--- src/design/mcr_pkg.sv ---
package mcr_pkg;

	localparam int COORD_WIDTH_DEF = 12;
	localparam int OUT_W           = 13;
	localparam int STEP_X_W        = 11;
	localparam int STEP_Y_W        = 12;
	localparam int DEC_W           = 14;
	localparam int RAD_W           = 10;
	localparam int COLOR_W         = 24;
	localparam int WIN_W           = 11;
	localparam int CFG_IDX_W       = 2;

	localparam logic [WIN_W-1:0] WIN_WIDTH_RST  = WIN_W'(800);
	localparam logic [WIN_W-1:0] WIN_HEIGHT_RST = WIN_W'(500);

	localparam logic [CFG_IDX_W-1:0] CFG_WIN_WIDTH  = CFG_IDX_W'(0);
	localparam logic [CFG_IDX_W-1:0] CFG_WIN_HEIGHT = CFG_IDX_W'(1);

	// output slots: eight octant points, four spans, one status word
	localparam int NSLOT       = 13;
	localparam int SLOT_W      = 4;
	localparam int SLOT_STATUS = 12;

	localparam logic [NSLOT-1:0] MASK_TOP      = NSLOT'(13'h0001);
	localparam logic [NSLOT-1:0] MASK_POINTS   = NSLOT'(13'h00FF);
	localparam logic [NSLOT-1:0] MASK_MID_SPAN = NSLOT'(13'h0100);
	localparam logic [NSLOT-1:0] MASK_SPANS    = NSLOT'(13'h0F00);
	localparam logic [NSLOT-1:0] MASK_STATUS   = NSLOT'(13'h1000);

	typedef enum logic [1:0] {
		KIND_POINT,
		KIND_SPAN,
		KIND_STATUS
	} kind_t;

	typedef enum logic {
		ACT_START,
		ACT_ADVANCE
	} action_t;

	typedef struct packed {
		logic [NSLOT-1:0] mask;
		logic             done;
	} job_ctl_t;

	// swap: column offset is y and row offset is x
	typedef struct packed {
		logic swap;
		logic neg_col;
		logic neg_row;
	} slot_sel_t;

	localparam slot_sel_t SLOT_TAB [NSLOT] = '{
		'{1'b0, 1'b0, 1'b0},
		'{1'b0, 1'b1, 1'b0},
		'{1'b0, 1'b1, 1'b1},
		'{1'b0, 1'b0, 1'b1},
		'{1'b1, 1'b0, 1'b0},
		'{1'b1, 1'b1, 1'b0},
		'{1'b1, 1'b1, 1'b1},
		'{1'b1, 1'b0, 1'b1},
		'{1'b1, 1'b0, 1'b0},
		'{1'b0, 1'b0, 1'b0},
		'{1'b0, 1'b0, 1'b1},
		'{1'b1, 1'b0, 1'b1},
		'{1'b0, 1'b0, 1'b0}
	};

endpackage

--- src/design/mcr_step.sv ---
module mcr_step #(
	parameter int COORD_WIDTH = mcr_pkg::COORD_WIDTH_DEF
) (
	input  logic                                  clk,
	input  logic                                  arst_n,
	input  logic                                  accept,
	input  logic                                  action,
	input  logic signed [COORD_WIDTH-1:0]         center_x,
	input  logic signed [COORD_WIDTH-1:0]         center_y,
	input  logic [mcr_pkg::RAD_W-1:0]             radius,
	input  logic                                  fill_request,
	input  logic [mcr_pkg::COLOR_W-1:0]           pixel_color,
	output mcr_pkg::job_ctl_t                     job_ctl,
	output logic signed [COORD_WIDTH-1:0]         job_a,
	output logic signed [COORD_WIDTH-1:0]         job_b,
	output logic [mcr_pkg::STEP_X_W-1:0]          job_x,
	output logic signed [mcr_pkg::STEP_Y_W-1:0]   job_y,
	output logic [mcr_pkg::COLOR_W-1:0]           job_color
);
	import mcr_pkg::*;

	logic [STEP_X_W-1:0]           x_q;
	logic signed [STEP_Y_W-1:0]    y_q;
	logic signed [DEC_W-1:0]       d_q;
	logic signed [COORD_WIDTH-1:0] a_q;
	logic signed [COORD_WIDTH-1:0] b_q;
	logic                          fill_q;
	logic [COLOR_W-1:0]            color_q;
	logic                          active_q;

	logic                          is_start;
	logic                          run_end;
	logic [STEP_X_W-1:0]           x_next;
	logic signed [STEP_Y_W-1:0]    y_next;
	logic signed [DEC_W-1:0]       d_next;
	logic signed [DEC_W-1:0]       two_x;
	logic signed [DEC_W-2:0]       x_minus_y;
	logic signed [DEC_W-1:0]       two_xy;
	logic                          fin;
	logic signed [STEP_Y_W-1:0]    y_start;
	logic signed [DEC_W-1:0]       d_start;

	always_comb begin
		is_start  = (action == ACT_START);
		run_end   = !active_q || (y_q < $signed({1'b0, x_q}));
		two_x     = $signed({2'b00, x_q, 1'b0});
		x_minus_y = $signed({2'b00, x_q}) - (DEC_W-1)'(y_q);
		two_xy    = $signed({x_minus_y, 1'b0});
		x_next    = x_q + STEP_X_W'(1);
		if (d_q < 0) begin
			d_next = d_q + two_x + DEC_W'(3);
			y_next = y_q;
		end else begin
			d_next = d_q + two_xy + DEC_W'(5);
			y_next = y_q - STEP_Y_W'(1);
		end
		fin     = y_next < $signed({1'b0, x_next});
		y_start = $signed(STEP_Y_W'(radius));
		d_start = DEC_W'(1) - $signed(DEC_W'(radius));

		job_a     = a_q;
		job_b     = b_q;
		job_x     = x_q;
		job_y     = y_q;
		job_color = color_q;
		if (is_start) begin
			job_ctl.mask = MASK_TOP | (fill_request ? MASK_MID_SPAN : '0) | MASK_STATUS;
			job_ctl.done = 1'b0;
			job_a        = center_x;
			job_b        = center_y;
			job_x        = '0;
			job_y        = y_start;
			job_color    = pixel_color;
		end else if (run_end) begin
			job_ctl.mask = MASK_STATUS;
			job_ctl.done = 1'b1;
		end else begin
			job_ctl.mask = MASK_POINTS | (fill_q ? MASK_SPANS : '0) | MASK_STATUS;
			job_ctl.done = fin;
			job_x        = x_next;
			job_y        = y_next;
		end
	end

	always_ff @(posedge clk or negedge arst_n) begin
		if (!arst_n) begin
			x_q      <= '0;
			y_q      <= '0;
			d_q      <= '0;
			a_q      <= '0;
			b_q      <= '0;
			fill_q   <= 1'b0;
			color_q  <= '0;
			active_q <= 1'b0;
		end else if (accept) begin
			if (is_start) begin
				a_q      <= center_x;
				b_q      <= center_y;
				fill_q   <= fill_request;
				color_q  <= pixel_color;
				x_q      <= '0;
				y_q      <= y_start;
				d_q      <= d_start;
				active_q <= 1'b1;
			end else if (run_end) begin
				active_q <= 1'b0;
			end else begin
				x_q      <= x_next;
				y_q      <= y_next;
				d_q      <= d_next;
				active_q <= !fin;
			end
		end
	end

endmodule

--- src/design/mcr_emit.sv ---
module mcr_emit #(
	parameter int COORD_WIDTH = mcr_pkg::COORD_WIDTH_DEF
) (
	input  logic                                  clk,
	input  logic                                  arst_n,
	input  logic                                  load,
	input  mcr_pkg::job_ctl_t                     job_ctl,
	input  logic signed [COORD_WIDTH-1:0]         job_a,
	input  logic signed [COORD_WIDTH-1:0]         job_b,
	input  logic [mcr_pkg::STEP_X_W-1:0]          job_x,
	input  logic signed [mcr_pkg::STEP_Y_W-1:0]   job_y,
	input  logic [mcr_pkg::COLOR_W-1:0]           job_color,
	input  logic [mcr_pkg::WIN_W-1:0]             win_width,
	input  logic [mcr_pkg::WIN_W-1:0]             win_height,
	output logic                                  job_free,
	output logic                                  out_valid,
	input  logic                                  out_ready,
	output mcr_pkg::kind_t                        kind,
	output logic signed [mcr_pkg::OUT_W-1:0]      x_low,
	output logic signed [mcr_pkg::OUT_W-1:0]      x_high,
	output logic signed [mcr_pkg::OUT_W-1:0]      row,
	output logic [mcr_pkg::COLOR_W-1:0]           color_out,
	output logic                                  done_res,
	output logic                                  last
);
	import mcr_pkg::*;

	localparam int IW = (COORD_WIDTH + 2 > OUT_W) ? COORD_WIDTH + 2 : OUT_W;
	localparam logic signed [IW-1:0] ONE = IW'(1);

	job_ctl_t                      ctl_s1;
	logic signed [COORD_WIDTH-1:0] a_s1;
	logic signed [COORD_WIDTH-1:0] b_s1;
	logic [STEP_X_W-1:0]           x_s1;
	logic signed [STEP_Y_W-1:0]    y_s1;
	logic [COLOR_W-1:0]            color_s1;

	logic                          valid_q;
	kind_t                         kind_q;
	logic signed [OUT_W-1:0]       lo_q;
	logic signed [OUT_W-1:0]       hi_q;
	logic signed [OUT_W-1:0]       row_q;
	logic [COLOR_W-1:0]            color_q;
	logic                          done_q;
	logic                          last_q;

	logic [NSLOT-1:0]              pick;
	logic [SLOT_W-1:0]             slot;
	slot_sel_t                     sel;
	logic                          busy;
	logic                          adv;
	logic                          finishing;
	logic signed [IW-1:0]          ax, bx, xe, ye, du, dv;
	logic signed [IW-1:0]          col_lo, col_hi, row_v, pcol;
	logic signed [IW-1:0]          smin, smax, span_lo, span_hi, span_row;
	logic signed [IW-1:0]          wext, hext;
	logic                          in_win;
	logic                          is_point, is_span, is_status, emit_item;
	kind_t                         kind_d;
	logic signed [IW-1:0]          lo_d, hi_d, row_d;

	always_comb begin
		// lowest pending slot goes out first
		pick = ctl_s1.mask & (~ctl_s1.mask + NSLOT'(1));
		slot = '0;
		for (int i = 0; i < NSLOT; i++) begin
			if (pick[i]) begin
				slot = slot | SLOT_W'(i);
			end
		end
		sel       = SLOT_TAB[slot];
		busy      = |ctl_s1.mask;
		adv       = busy && (!valid_q || out_ready);
		finishing = adv && pick[SLOT_STATUS];
		job_free  = !busy || finishing;

		ax     = IW'(a_s1);
		bx     = IW'(b_s1);
		xe     = $signed(IW'(x_s1));
		ye     = IW'(y_s1);
		du     = sel.swap ? ye : xe;
		dv     = sel.swap ? xe : ye;
		col_lo = ax - du;
		col_hi = ax + du;
		row_v  = sel.neg_row ? bx - dv : bx + dv;
		pcol   = sel.neg_col ? col_lo : col_hi;
		wext   = $signed(IW'(win_width));
		hext   = $signed(IW'(win_height));
		in_win = (pcol > 0) && (pcol < wext) && (row_v > 0) && (row_v < hext);

		// half-pixel rule of the span walk: negative start lowers both ends, negative row lowers the row
		smin     = (col_lo < col_hi) ? col_lo : col_hi;
		smax     = (col_lo < col_hi) ? col_hi : col_lo;
		span_lo  = (col_lo < 0) ? smin - ONE : smin;
		span_hi  = (col_lo < 0) ? smax - ONE : smax;
		span_row = (row_v < 0) ? row_v - ONE : row_v;

		is_status = pick[SLOT_STATUS];
		is_span   = |(pick & MASK_SPANS);
		is_point  = |(pick & MASK_POINTS);
		emit_item = is_status || is_span || (is_point && in_win);

		if (is_status) begin
			kind_d = KIND_STATUS;
			lo_d   = '0;
			hi_d   = '0;
			row_d  = '0;
		end else if (is_span) begin
			kind_d = KIND_SPAN;
			lo_d   = span_lo;
			hi_d   = span_hi;
			row_d  = span_row;
		end else begin
			kind_d = KIND_POINT;
			lo_d   = pcol;
			hi_d   = pcol;
			row_d  = row_v;
		end
	end

	always_ff @(posedge clk or negedge arst_n) begin
		if (!arst_n) begin
			ctl_s1  <= '0;
			valid_q <= 1'b0;
		end else begin
			if (load) begin
				ctl_s1 <= job_ctl;
			end else if (adv) begin
				ctl_s1.mask <= ctl_s1.mask & ~pick;
			end
			if (adv) begin
				valid_q <= emit_item;
			end else if (out_ready) begin
				valid_q <= 1'b0;
			end
		end
	end

	always_ff @(posedge clk) begin
		if (load) begin
			a_s1     <= job_a;
			b_s1     <= job_b;
			x_s1     <= job_x;
			y_s1     <= job_y;
			color_s1 <= job_color;
		end
		if (adv && emit_item) begin
			kind_q  <= kind_d;
			lo_q    <= lo_d[OUT_W-1:0];
			hi_q    <= hi_d[OUT_W-1:0];
			row_q   <= row_d[OUT_W-1:0];
			color_q <= color_s1;
			done_q  <= is_status && ctl_s1.done;
			last_q  <= is_status;
		end
	end

	assign out_valid = valid_q;
	assign kind      = kind_q;
	assign x_low     = lo_q;
	assign x_high    = hi_q;
	assign row       = row_q;
	assign color_out = color_q;
	assign done_res  = done_q;
	assign last      = last_q;

	a_last_on_status: assert property (@(posedge clk) disable iff (!arst_n)
		valid_q |-> (last_q == (kind_q == KIND_STATUS)))
		else $error("last flag does not match status word");

	a_load_when_free: assert property (@(posedge clk) disable iff (!arst_n)
		load |-> job_free)
		else $error("job loaded over a job still in flight");

	a_status_pending: assert property (@(posedge clk) disable iff (!arst_n)
		busy |-> ctl_s1.mask[SLOT_STATUS])
		else $error("job in flight without its status slot");

	a_point_shape: assert property (@(posedge clk) disable iff (!arst_n)
		(valid_q && kind_q == KIND_POINT) |-> (lo_q == hi_q && !done_q))
		else $error("point word with unequal ends or done set");

endmodule

--- src/design/midpoint_circle_rasterizer_top.sv ---
// channel   direction  handshake            payload
// in        input      in_valid/in_ready    action center_x center_y radius fill_request
//                                           pixel_color
// out       output     out_valid/out_ready  kind x_low x_high row color_out done_res last
// cfg       input      cfg_valid/cfg_ready  cfg_index cfg_data
//
// at most one output word per cycle while out_ready is high, from a single slot
// sequencer that walks 13 slots; an advance word uses the point and status slots,
// plus the span slots in fill mode (rejected points still use their slot), a start
// word the top point, the fill-mode middle span and status, an idle advance status only
// the next input word is taken in the cycle its predecessor's status slot issues
// cfg_ready is always high; reset gives 800 x 500 and no circle running
// out_ready low while out_valid is high holds the output register and the sequencer, not the step state
module midpoint_circle_rasterizer_top #(
	parameter int COORD_WIDTH = mcr_pkg::COORD_WIDTH_DEF
) (
	input  logic                                  clk,
	input  logic                                  arst_n,
	input  logic                                  in_valid,
	output logic                                  in_ready,
	input  logic                                  action,
	input  logic signed [COORD_WIDTH-1:0]         center_x,
	input  logic signed [COORD_WIDTH-1:0]         center_y,
	input  logic [mcr_pkg::RAD_W-1:0]             radius,
	input  logic                                  fill_request,
	input  logic [mcr_pkg::COLOR_W-1:0]           pixel_color,
	output logic                                  out_valid,
	input  logic                                  out_ready,
	output mcr_pkg::kind_t                        kind,
	output logic signed [mcr_pkg::OUT_W-1:0]      x_low,
	output logic signed [mcr_pkg::OUT_W-1:0]      x_high,
	output logic signed [mcr_pkg::OUT_W-1:0]      row,
	output logic [mcr_pkg::COLOR_W-1:0]           color_out,
	output logic                                  done_res,
	output logic                                  last,
	input  logic                                  cfg_valid,
	output logic                                  cfg_ready,
	input  logic [mcr_pkg::CFG_IDX_W-1:0]         cfg_index,
	input  logic [mcr_pkg::WIN_W-1:0]             cfg_data
);
	import mcr_pkg::*;

	logic [WIN_W-1:0]              win_width_q;
	logic [WIN_W-1:0]              win_height_q;
	logic                          accept;
	logic                          job_free;
	job_ctl_t                      job_ctl;
	logic signed [COORD_WIDTH-1:0] job_a;
	logic signed [COORD_WIDTH-1:0] job_b;
	logic [STEP_X_W-1:0]           job_x;
	logic signed [STEP_Y_W-1:0]    job_y;
	logic [COLOR_W-1:0]            job_color;

	assign cfg_ready = 1'b1;
	assign in_ready  = job_free;
	assign accept    = in_valid && job_free;

	always_ff @(posedge clk or negedge arst_n) begin
		if (!arst_n) begin
			win_width_q  <= WIN_WIDTH_RST;
			win_height_q <= WIN_HEIGHT_RST;
		end else if (cfg_valid) begin
			case (cfg_index)
				CFG_WIN_WIDTH:  win_width_q  <= cfg_data;
				CFG_WIN_HEIGHT: win_height_q <= cfg_data;
				default: ;
			endcase
		end
	end

	mcr_step #(
		.COORD_WIDTH(COORD_WIDTH)
	) u_step (
		.clk         (clk),
		.arst_n      (arst_n),
		.accept      (accept),
		.action      (action),
		.center_x    (center_x),
		.center_y    (center_y),
		.radius      (radius),
		.fill_request(fill_request),
		.pixel_color (pixel_color),
		.job_ctl     (job_ctl),
		.job_a       (job_a),
		.job_b       (job_b),
		.job_x       (job_x),
		.job_y       (job_y),
		.job_color   (job_color)
	);

	mcr_emit #(
		.COORD_WIDTH(COORD_WIDTH)
	) u_emit (
		.clk       (clk),
		.arst_n    (arst_n),
		.load      (accept),
		.job_ctl   (job_ctl),
		.job_a     (job_a),
		.job_b     (job_b),
		.job_x     (job_x),
		.job_y     (job_y),
		.job_color (job_color),
		.win_width (win_width_q),
		.win_height(win_height_q),
		.job_free  (job_free),
		.out_valid (out_valid),
		.out_ready (out_ready),
		.kind      (kind),
		.x_low     (x_low),
		.x_high    (x_high),
		.row       (row),
		.color_out (color_out),
		.done_res  (done_res),
		.last      (last)
	);

endmodule

--- config.mk ---
export PLATFORM = sky130hd
export DESIGN_NAME = midpoint_circle_rasterizer_top
export DESIGN_NICKNAME = d
export VERILOG_FILES = /design/src/design/mcr_pkg.sv /design/src/design/mcr_step.sv /design/src/design/mcr_emit.sv /design/src/design/midpoint_circle_rasterizer_top.sv
export SDC_FILE = /design/constraint.sdc
export NUM_CORES = 1
export LEC_CHECK = 0
export ABC_CLOCK_PERIOD_IN_PS = 12300
export BUFFER_PORTS_ARGS = -buffer_cell sky130_fd_sc_hd__buf_2
export CORE_UTILIZATION = 30
export CTS_CLUSTER_DIAMETER = 60
export DETAILED_ROUTE_END_ITERATION = 8
export PLACE_DENSITY = 0.46
export SYNTH_ARGS = -nofsm -noshare
export SYNTH_HDL_FRONTEND = slang
export SYNTH_HIERARCHICAL = 1
export SYNTH_SLANG_ARGS = --single-unit
--- constraint.sdc ---
create_clock -name clk -period 12.3 [get_ports clk]
set_input_delay 1.845 -clock clk [delete_from_list [all_inputs] [get_ports clk]]
set_output_delay 1.845 -clock clk [all_outputs]
set_load 0.005 [all_outputs]
==> results of run 1 <==
-- layout by cell type (no fill, tap or decap), types with 11 or more instances in the layout --
| cell | count |
|---|---|
| nor4_1 | 15 |
| o21a_1 | 15 |
| xnor2_1 | 96 |
| clkbuf_16 | 37 |
| dfrtp_1 | 115 |
| a31oi_1 | 16 |
| xor2_1 | 41 |
| nor3_1 | 43 |
| or3_1 | 25 |
| a21oi_1 | 96 |
| o21ai_0 | 94 |
| nand2_1 | 141 |
| a21o_1 | 26 |
| nand3_1 | 44 |
| mux2i_1 | 33 |
| inv_1 | 103 |
| nor2b_1 | 17 |
| o21ai_1 | 11 |
| nand4_1 | 22 |
| o211ai_1 | 14 |
| mux2_2 | 125 |
| buf_2 | 144 |
| nand2b_1 | 18 |
| o22ai_1 | 25 |
| nor2_1 | 127 |
| edfxtp_1 | 137 |
| buf_4 | 16 |
| and3_1 | 22 |
| a211oi_1 | 18 |
| ha_1 | 143 |
-- per-stage QoR --
step,setup slack (ns),util (%),instances,hold WS (ns)
detailed placement,3.77,32.8,2710,0.406
finish,3.72,34.8,2777,0.411
global route,2.99,34.8,2777,0.431
CTS,3.74,34.8,2777,0.420
floorplan,3.87,-,1852,0.400
global placement,3.97,32.8,2710,0.402
-- flip-flops by register name (all words and copies together), names as in the netlist, 13 cells and up --
register and count:
u_step/d_q 14, u_step/color_q 24, u_emit/color_s1 24, u_emit/color_out 24, u_emit/row 13, u_emit/ctl_s1 14, u_emit/x_low 13
-- path summary, 6_finish.rpt --
kind | to | slack (ns) | cells after the start
min reg2reg | u_emit/color_out[20] | 0.41 | 0
min | u_emit/color_out[20] | 0.41 | 0
max in group asynchronous | u_step/color_q[3] | 9.67 | 2
min in group asynchronous | u_step/b_q[3] | 1.38 | 1
max reg2reg | u_emit/x_high[12] | 3.72 | 29
max | u_emit/x_high[12] | 3.72 | 29
-- per-layer routing --
layer / vias up / global-route usage [%] / share of wire [%]
li1: 7035 / - / -
met1: 6860 / 22.2 / 47
met2: 315 / 27.2 / 46
met3: 77 / 2.81 / 4.5
met4: 8 / 4.78 / 2.4
met5: - / 0 / 0.089
-- final cells by class --
cell class	count	area share, %
inverter	106	1.89
timing repair buffer	161	4.05
sequential	261	34.4
multi-input combinational	1400	49.3
clock buffer	40	4.55
clock inverter	27	1.20
tap	782	4.65
-- synth_stat cells (7+ instances only) --
cell type  number
a211oi_1       18
a21o_1         26
a21oi_1        96
a311oi_1       10
a31oi_1        16
and3_1         22
buf_1           7
buf_2          10
buf_4          12
clkbuf_1       54
dfrtp_1       115
dfstp_2         9
edfxtp_1      137
ha_1          143
inv_1         103
mux2_2        125
mux2i_1        33
nand2_1       142
nand2b_1       18
nand3_1        44
nand4_1        22
nor2_1        128
nor2b_1        17
nor3_1         43
nor3b_1         7
nor4_1         15
o211ai_1       14
o21a_1         15
o21ai_0        95
o21ai_1        11
o22ai_1        25
o31ai_1        10
or2_2           7
or3_1          25
or4_1          10
xnor2_1        96
xor2_1         41
-- kinds of logic (layout without fill, tap and decap cells) --
kind of cell               after synthesis  count (layout)  share of synthesized area, %
other                                    2               2                        0.0409
DFF                                    261             261                          39.4
AOI/OAI and AO/OA                      408             408                          14.4
muxes                                  158             158                          9.47
buffers and inverters                  191             334                          4.30
xor gates and xnor gates               139             139                          6.77
and+or+nand+nor                        543             543                          15.2
adders and majority gates              150             150                          10.5
==> impl_metrics.csv, run 1 <==
group,metric,value,unit
die,die_h,249,µm
logic_synthesis,yosysTopAreaCell,"edfxtp_1",
cells_and_area,diodes,0,
worst_hold_path,min_path_type,"flip-flop to flip-flop",
timing,hold_viol_final,0,
logic_synthesis,avgSynthCellArea,9.91,µm²
global_routing,track_usage,16.5,%
logic_synthesis,ys_seq_area_share,39.4,%
timing,worst_pin_slew,0.975,ns
cells_and_area,final_area,21000,µm²
cts,cts_sinks,261,
cells_and_area,regArea,7230,µm²
critical_path,required,12.57,ns
cts,cts_resized,0,
cells_and_area,drive_gt1_share,19.6,%
timing,period_share,69.8,%
logic_synthesis,postSynthCellCount,1852,
cts,clkLatencyLatePin,0.56,ns
placement,io_buffers,146,
critical_path,crit_start,"u_emit/ctl_s1[6]",
cells_and_area,num-fill-cells,6160,
logic_synthesis,yosysWarnings,6,
critical_path,path_delay_family,"compound AO/OA/AOI/OAI gates",
cells_and_area,nets,2194,
timing,max_slew_margin,34.3,%
timing,drv_slew,0,
critical_path,worstReg2RegStart,"u_emit/ctl_s1[6]",
routing,routedWlPerCell,18.6,µm
logic_synthesis,yosys-top-cells-area,"edfxtp_1 (22%), dfrtp_1 (16%), ha_1 (9.7%)",
global_routing,antenna_found_initial,4,
logic_synthesis,async_reset_ff_share,47.5,%
die,core-area,60400,µm²
global_routing,grt_pass1_vias,14400,
logic_synthesis,synth_flop_cell,"edfxtp_1",
global_routing,grt_overflow,0,
critical_path,arrival,8.85,ns
global_routing,grt_max_degree,81,
die,start_util,30.4,%
critical_path,worst-path-buf-inv,4,
routing,dr.first_iter.drc_count,807,
routing,wl,51700,µm
placement,gp_congestion,0.903,
logic_synthesis,syn_area,18400,µm²
cts,cts_root_buf,"clkbuf_16",
die,pin_count,148,
cts,cts_hold_buf,0,
placement,dpl.hpwl,38200,µm
critical_path,end_kind,"flip-flop",
cells_and_area,multi_input_area,10400,µm²
cts,cts_tree,"done",
worst_hold_path,min_from,"u_emit/color_s1[20]",
cts,cts_buffers,37,
timing,clock_skew,0.0240,ns
logic_synthesis,synth_cell_type_count,94,
routing,vias,14300,
die,dieArea,62200,µm²
critical_path,critPathMaxFanout,43,
placement,dpl-instance-area,19800,µm²
critical_path,slowest_stage,"a31oi_1",
cts,htree_levels,2,
timing,finalSetupTns,0,ns
global_routing,grt_pass1_wl,82000,µm
routing,drc,0,
logic_synthesis,synth_edf_count,137,
cts,cts.path.max_buffers,3,
logic_synthesis,synth_fp_nets,2079,
timing,fin_crit,8.58,ns
timing,max_freq,0.117,GHz
cts,clkTransAtPathRegs,0.06,ns
logic_synthesis,synth_top_area_share,22.4,%
critical_path,critPathMaxStageDelay,0.56,ns
routing,ant_nets,0,
run_status,outcome,"completed",
routing,drt-pass1-iter-count,5,
flow_run,cap_viol_max_count,0,
critical_path,cp-start-kind,"flip-flop",
timing,rsz0062_at_grt,"false",
critical_path,crit_type,"flip-flop to flip-flop",
routing,viasPerCell,5.15,
cells_and_area,syn2layout_area_growth,14.5,%
timing,setup_viol_count_final,0,
die,row_count,90,
cts,cts_post_setup_buffers_inserted,0,
die,die_width,249,µm
logic_synthesis,synth_seq_cells,261,
Power of run 1 is not shown: default switching activity piles up to over one toggle a cycle in this logic, so the estimate is an artifact.
==> run 2: changes to the inputs <==
ABC_CLOCK_PERIOD_IN_PS = 7600   (was 12300)
PLACE_DENSITY = 0.47   (was 0.46)
clock period = 7.6 ns   (was 12.3 ns; I/O delays follow)
==> run 2 against run 1 <==
  * Non-clock buffer count grew 30
  * Critical path depth shrank 1
  * Core utilization grew 0.37 points
  * Clock-buffer cell count grew 4
  * First-iteration DRC count shrank 2.0%
  * Global-route usage grew 0.36 points
  * Worst hold slack lost 0.0036 ns
==> impl_metrics.csv, run 2 (synthesized netlist as in run 1, its figures left out) <==
group,metric,value,unit
run_status,outcome,"completed",
worst_hold_path,min_path_type,"flip-flop to flip-flop",
timing,hold_viol_final,0,
worst_hold_path,min_path_cells,0,
routing,drt-pass1-iter-count,5,
critical_path,end_kind,"flip-flop",
die,start_util,30.4,%
die,dieArea,62200,µm²
critical_path,r2r_cells,28,
global_routing,track_usage,16.9,%
die,die_h,249,µm
global_routing,grt_overflow,0,
timing,fin_crit,7.03,ns
routing,viasPerCell,5.18,
global_routing,grt_max_degree,83,
cells_and_area,final_common_cell,"buf_2",
routing,vias,14500,
die,pin_count,148,
cells_and_area,drive_gt1_share,20.7,%
global_routing,grt_pass1_wl,83000,µm
timing,period_share,92.5,%
critical_path,arrival,7.31,ns
cells_and_area,instances_no_fill,2807,
routing,drc,0,
die,row_count,90,
cts,clkLatencyLatePin,0.56,ns
global_routing,antenna_found_initial,4,
placement,gp_congestion,0.915,
cells_and_area,diodes,0,
critical_path,critPathMaxFanout,26,
timing,clock_skew,0.0252,ns
critical_path,crit_type,"flip-flop to flip-flop",
critical_path,critPathMaxStageDelay,0.46,ns
timing,whs,0.407,ns
routing,ant_nets,0,
cells_and_area,nets,2224,
global_routing,grt_pass1_vias,14500,
placement,dpl.hpwl,39100,µm
critical_path,slowest_stage,"dfrtp_1",
placement,placed_cells,2736,
cts,cts_tree,"done",
timing,max_freq,0.142,GHz
cts,cts_sinks,261,
cts,cts.path.max_buffers,3,
placement,io_buffers,146,
cts,cts_buffers,37,
timing,setup_viol_count_final,0,
flow_run,cap_viol_max_count,0,
routing,wl,52600,µm
routing,routedWlPerCell,18.7,µm
critical_path,required,7.88,ns
timing,drv_slew,0,
cts,clkTransAtPathRegs,0.06,ns
cells_and_area,syn2layout_area_growth,15.7,%
die,core-area,60400,µm²
timing,worst_pin_slew,0.967,ns
cells_and_area,mostFrequentLayoutCells,"buf_2 (144), ha_1 (143), nand2_1 (141), edfxtp_1 (137), nor2_1 (128)",
timing,max_slew_margin,35.1,%
cts,cts_root_buf,"clkbuf_16",
die,die_width,249,µm
timing,finalSetupTns,0,ns
routing,dr.first_iter.drc_count,791,
timing,rsz0062_at_grt,"false",
critical_path,cp-start-kind,"flip-flop",
cts,htree_levels,2,
## run 2: changes by cell type in the layout (fill, tap and decap cells not counted), sizes merged
cell / before / now
inv: 111 / 113
clkbuf: 40 / 44
buf: 161 / 191
bufinv: 3 / 2
clkinvlp: 2 / 3
clkinv: 17 / 11
## run 2: final timing paths
path | startpoint | slack (ns) | to
worst max-delay path | u_emit/ctl_s1[9] | 0.57 | u_emit/x_high[12]
worst min-delay path | u_emit/color_s1[8] | 0.41 | u_emit/color_out[8]
worst max register to register | u_emit/ctl_s1[9] | 0.57 | u_emit/x_high[12]
worst min register to register | u_emit/color_s1[8] | 0.41 | u_emit/color_out[8]
max in group asynchronous | arst_n | 5.69 | u_step/active_q
min in group asynchronous | arst_n | 0.70 | u_step/b_q[6]
## run 2: through the flow
step                area [µm²]  setup WS (ns)  utilization (%)
global placement         20000          0.671             33.2
global route             21200         0.0122             35.2
detailed placement       20000          0.399             33.2
floorplan                18400          0.208                -
finish                   21200          0.567             35.2
CTS                      21200          0.354             35.1
## run 2: worst max-delay path: cells and delay by family, from the launching register on
kind | cells | cell delay [ns]
AO/OA/AOI/OAI | 10 | 2.13
XOR/XNOR | 2 | 0.36
adder cells (fa/ha/maj) | 3 | 0.88
buffers and inverters | 3 | 0.51
flip-flops | 1 | 0.46
multiplexers | 1 | 0.28
AND/OR/NAND/NOR | 9 | 2.11
## run 2: metal layers
layer,up-vias,GRT usage (%),routed length (µm)
met1,7055,22.4,24200
met4,8,5.71,1350
li1,7082,-,-
met2,330,27.7,24500
met5,-,0,47
met3,67,2.93,2500
## run 2: area by class of cell
type | count | area (µm²)
Inverter | 106 | 398
Timing Repair Buffer | 191 | 1090
Sequential cell | 261 | 7230
Multi-Input combinational cell | 1400 | 10400
Fill cell | 6174 | 39100
Clock buffer | 44 | 962
Tap cell | 782 | 978
Clock inverter | 23 | 215
## run 2: what timing repair did
item,4_1_cts,5_1_grt
endpoints found under the setup margin,0,63
setup buffers,0,4
gates resized for setup,0,4
hold buffers,0,0
Power of run 2 is left out for the same reason.
==> run 3: changes to the inputs <==
SLEW_MARGIN = 20   (was unset)
SYNTH_HIERARCHICAL = unset   (was 1)
==> run 3 against run 2 <==
  * The run now ends with DRC left
  * Critical path depth is 5 lower
  * Sequential share of layout area is 0.67 points higher
  * First-iteration DRC count shrank 0.76%
  * Clock-buffer cell count rose by 2
  * Worst setup slack worse by 0.13 ns
==> impl_metrics.csv, run 3 <==
group,metric,value,unit
run_status,outcome,"complete, but fails checks",
run_status,violations,"DRC",
cells_and_area,nets,2168,
routing,vias,13700,
critical_path,critPathMaxFanout,57,
timing,max_freq,0.140,GHz
placement,dpl.hpwl,37000,µm
flow_run,cap_viol_max_count,0,
logic_synthesis,async_reset_ff_share,47.5,%
logic_synthesis,synth_seq_cells,261,
cts,cts_sinks,261,
cts,cts_buffers,37,
logic_synthesis,yosysMostFrequentCell,"nand2_1",
cells_and_area,regArea,7230,µm²
critical_path,crit_type,"flip-flop to flip-flop",
logic_synthesis,yosysWarnings,0,
critical_path,arrival,7.38,ns
routing,dr.first_iter.drc_count,785,
placement,placed_cells,2671,
cts,cts_root_buf,"clkbuf_16",
logic_synthesis,ys_seq_area_share,40.2,%
timing,max_slew_margin,29.8,%
logic_synthesis,avgSynthCellArea,9.95,µm²
logic_synthesis,yosysTopAreaCell,"edfxtp_1",
global_routing,track_usage,16.1,%
cells_and_area,mostFrequentLayoutCells,"nand2_1 (146), buf_2 (144), ha_1 (143), edfxtp_1 (137), nor2_1 (133)",
global_routing,grt_max_degree,77,
timing,period_share,94.3,%
placement,io_buffers,146,
logic_synthesis,synth_fp_nets,2033,
logic_synthesis,synth_flop_cell,"edfxtp_1",
cells_and_area,syn2layout_area_growth,16.0,%
timing,worst_pin_slew,1.05,ns
logic_synthesis,yosys-top-cells-area,"edfxtp_1 (23%), dfrtp_1 (16%), ha_1 (10%)",
logic_synthesis,synthTopCellsByCount,"nand2_1 (146), ha_1 (143), edfxtp_1 (137)",
cts,htree_levels,2,
timing,finalSetupTns,0,ns
timing,rsz0062_at_grt,"false",
logic_synthesis,postSynthCellCount,1806,
die,die_h,247,µm
routing,drt-pass1-iter-count,8,
logic_synthesis,syn_area,18000,µm²
routing,ant_nets,0,
cts,cts.path.max_buffers,3,
critical_path,cp-start-kind,"flip-flop",
die,pin_count,148,
cts,cts_tree,"done",
timing,setup_viol_count_final,0,
logic_synthesis,synth_top_area_share,22.9,%
global_routing,antenna_found_initial,4,
global_routing,grt_pass1_vias,13500,
die,start_util,30.4,%
critical_path,end_kind,"flip-flop",
worst_hold_path,min_path_type,"flip-flop to flip-flop",
cells_and_area,instances_no_fill,2743,
cells_and_area,num-fill-cells,5976,
cells_and_area,final_util,35.2,%
timing,fin_crit,7.16,ns
cts,cts_hold_buf,0,
timing,drv_slew,0,
timing,hold_viol_final,0,
timing,clock_skew,0.0311,ns
routing,wl,49100,µm
die,row_count,89,
cells_and_area,final_common_cell,"nand2_1",
critical_path,required,7.82,ns
routing,routedWlPerCell,17.9,µm
die,dieArea,60900,µm²
placement,gp_congestion,0.868,
cts,clkLatencyLatePin,0.57,ns
logic_synthesis,synth_cell_type_count,82,
die,core-area,59100,µm²
global_routing,grt_overflow,0,
cells_and_area,diodes,0,
worst_hold_path,min_path_cells,0,
routing,viasPerCell,5.00,
die,die_width,247,µm
cells_and_area,multi_input_area,9980,µm²
cts,clkTransAtPathRegs,0.06,ns
global_routing,grt_pass1_wl,76200,µm
cells_and_area,drive_gt1_share,21.1,%
critical_path,r2r_cells,23,
logic_synthesis,synth_edf_count,137,
routing,drc,32,
## run 3: cell types whose count changed after synthesis, sizes merged, moves of 13 or more
cell	change
mux2i	+18
nor3	-17
nand4	-16
inv	+15
and3	-13
## run 3: worst paths after layout
path	from	endpoint	slack [ns]
worst min-delay path	u_emit.color_s1[12]	u_emit.color_out[12]	0.41
min in group asynchronous	arst_n	u_step.b_q[2]	0.62
worst max register to register	u_emit.ctl_s1[1]	u_emit.color_out[15]	0.44
worst max-delay path	u_emit.ctl_s1[1]	u_emit.color_out[15]	0.44
worst min register to register	u_emit.color_s1[12]	u_emit.color_out[12]	0.41
max in group asynchronous	arst_n	u_step.a_q[4]	5.61
## run 3: final cells by class
cell class              instances  share of cell area (%)
inverters                     121                    2.20
multi-input cells            1335                    47.9
clock buffers                  46                    4.76
flip-flops and latches        261                    34.7
well taps                     773                    4.64
repair buffers                185                    5.01
clock inverters                22                   0.793
## run 3: critical path, cell delays in order, from the launching register on
cell       delay, ns
dfrtp_1         0.43
or4_4           0.58
nor3b_1         0.26
a211oi_2        0.12
mux2i_1         0.20
nor2_4          0.26
buf_4           0.15
buf_4           0.14
mux2_2          0.38
ha_1            0.47
o21ai_0         0.12
nor2_1          0.30
o22ai_2         0.19
o311ai_0        0.49
xor2_1          0.14
buf_4           0.19
mux2i_1         0.22
inv_1           0.13
ha_1            0.21
or4_1           0.53
a2111oi_2       0.30
o2111ai_1       0.27
o31ai_4         0.33
buf_12          0.31
## run 3: cells by family (layout without fill, tap and decap cells)
group	after synthesis	in the layout	share of synthesized area [%]
AND/OR/NAND/NOR	478	478	12.7
other	1	1	0.0209
XOR/XNOR	143	143	7.17
AO/OA/AOI/OAI	384	384	13.6
adder cells (fa/ha/maj)	152	152	10.8
multiplexers	177	177	10.8
buffers and inverters	210	374	4.69
flip-flops	261	261	40.2
## run 3: repair_timing
| item | in CTS | in global routing |
|---|---|---|
| endpoints found under the setup margin | 0 | 67 |
| endpoints found under the hold margin | 0 | 0 |
| buffers inserted | 0 | 4 |
| resized for setup | 0 | 7 |
## run 3: metal layers
layer	vias up	track usage [%]	part of all wire [%]
met5	-	0	0.10
met4	8	4.25	2.0
met3	65	3.10	5.0
met2	275	26.6	46
met1	6605	21.5	47
li1	6774	-	-
## run 3: stage by stage
stage / instance area, µm² / setup slack (ns) / hold WS (ns)
final: 20800 / 0.437 / 0.412
after global routing: 20800 / 0.0202 / 0.421
after CTS: 20800 / 0.246 / 0.417
after detailed placement: 19600 / 0.258 / 0.406
after global placement: 19600 / 0.396 / 0.400
after floorplan: 18000 / 0.00390 / 0.400
Power of run 3 is left out for the same reason.
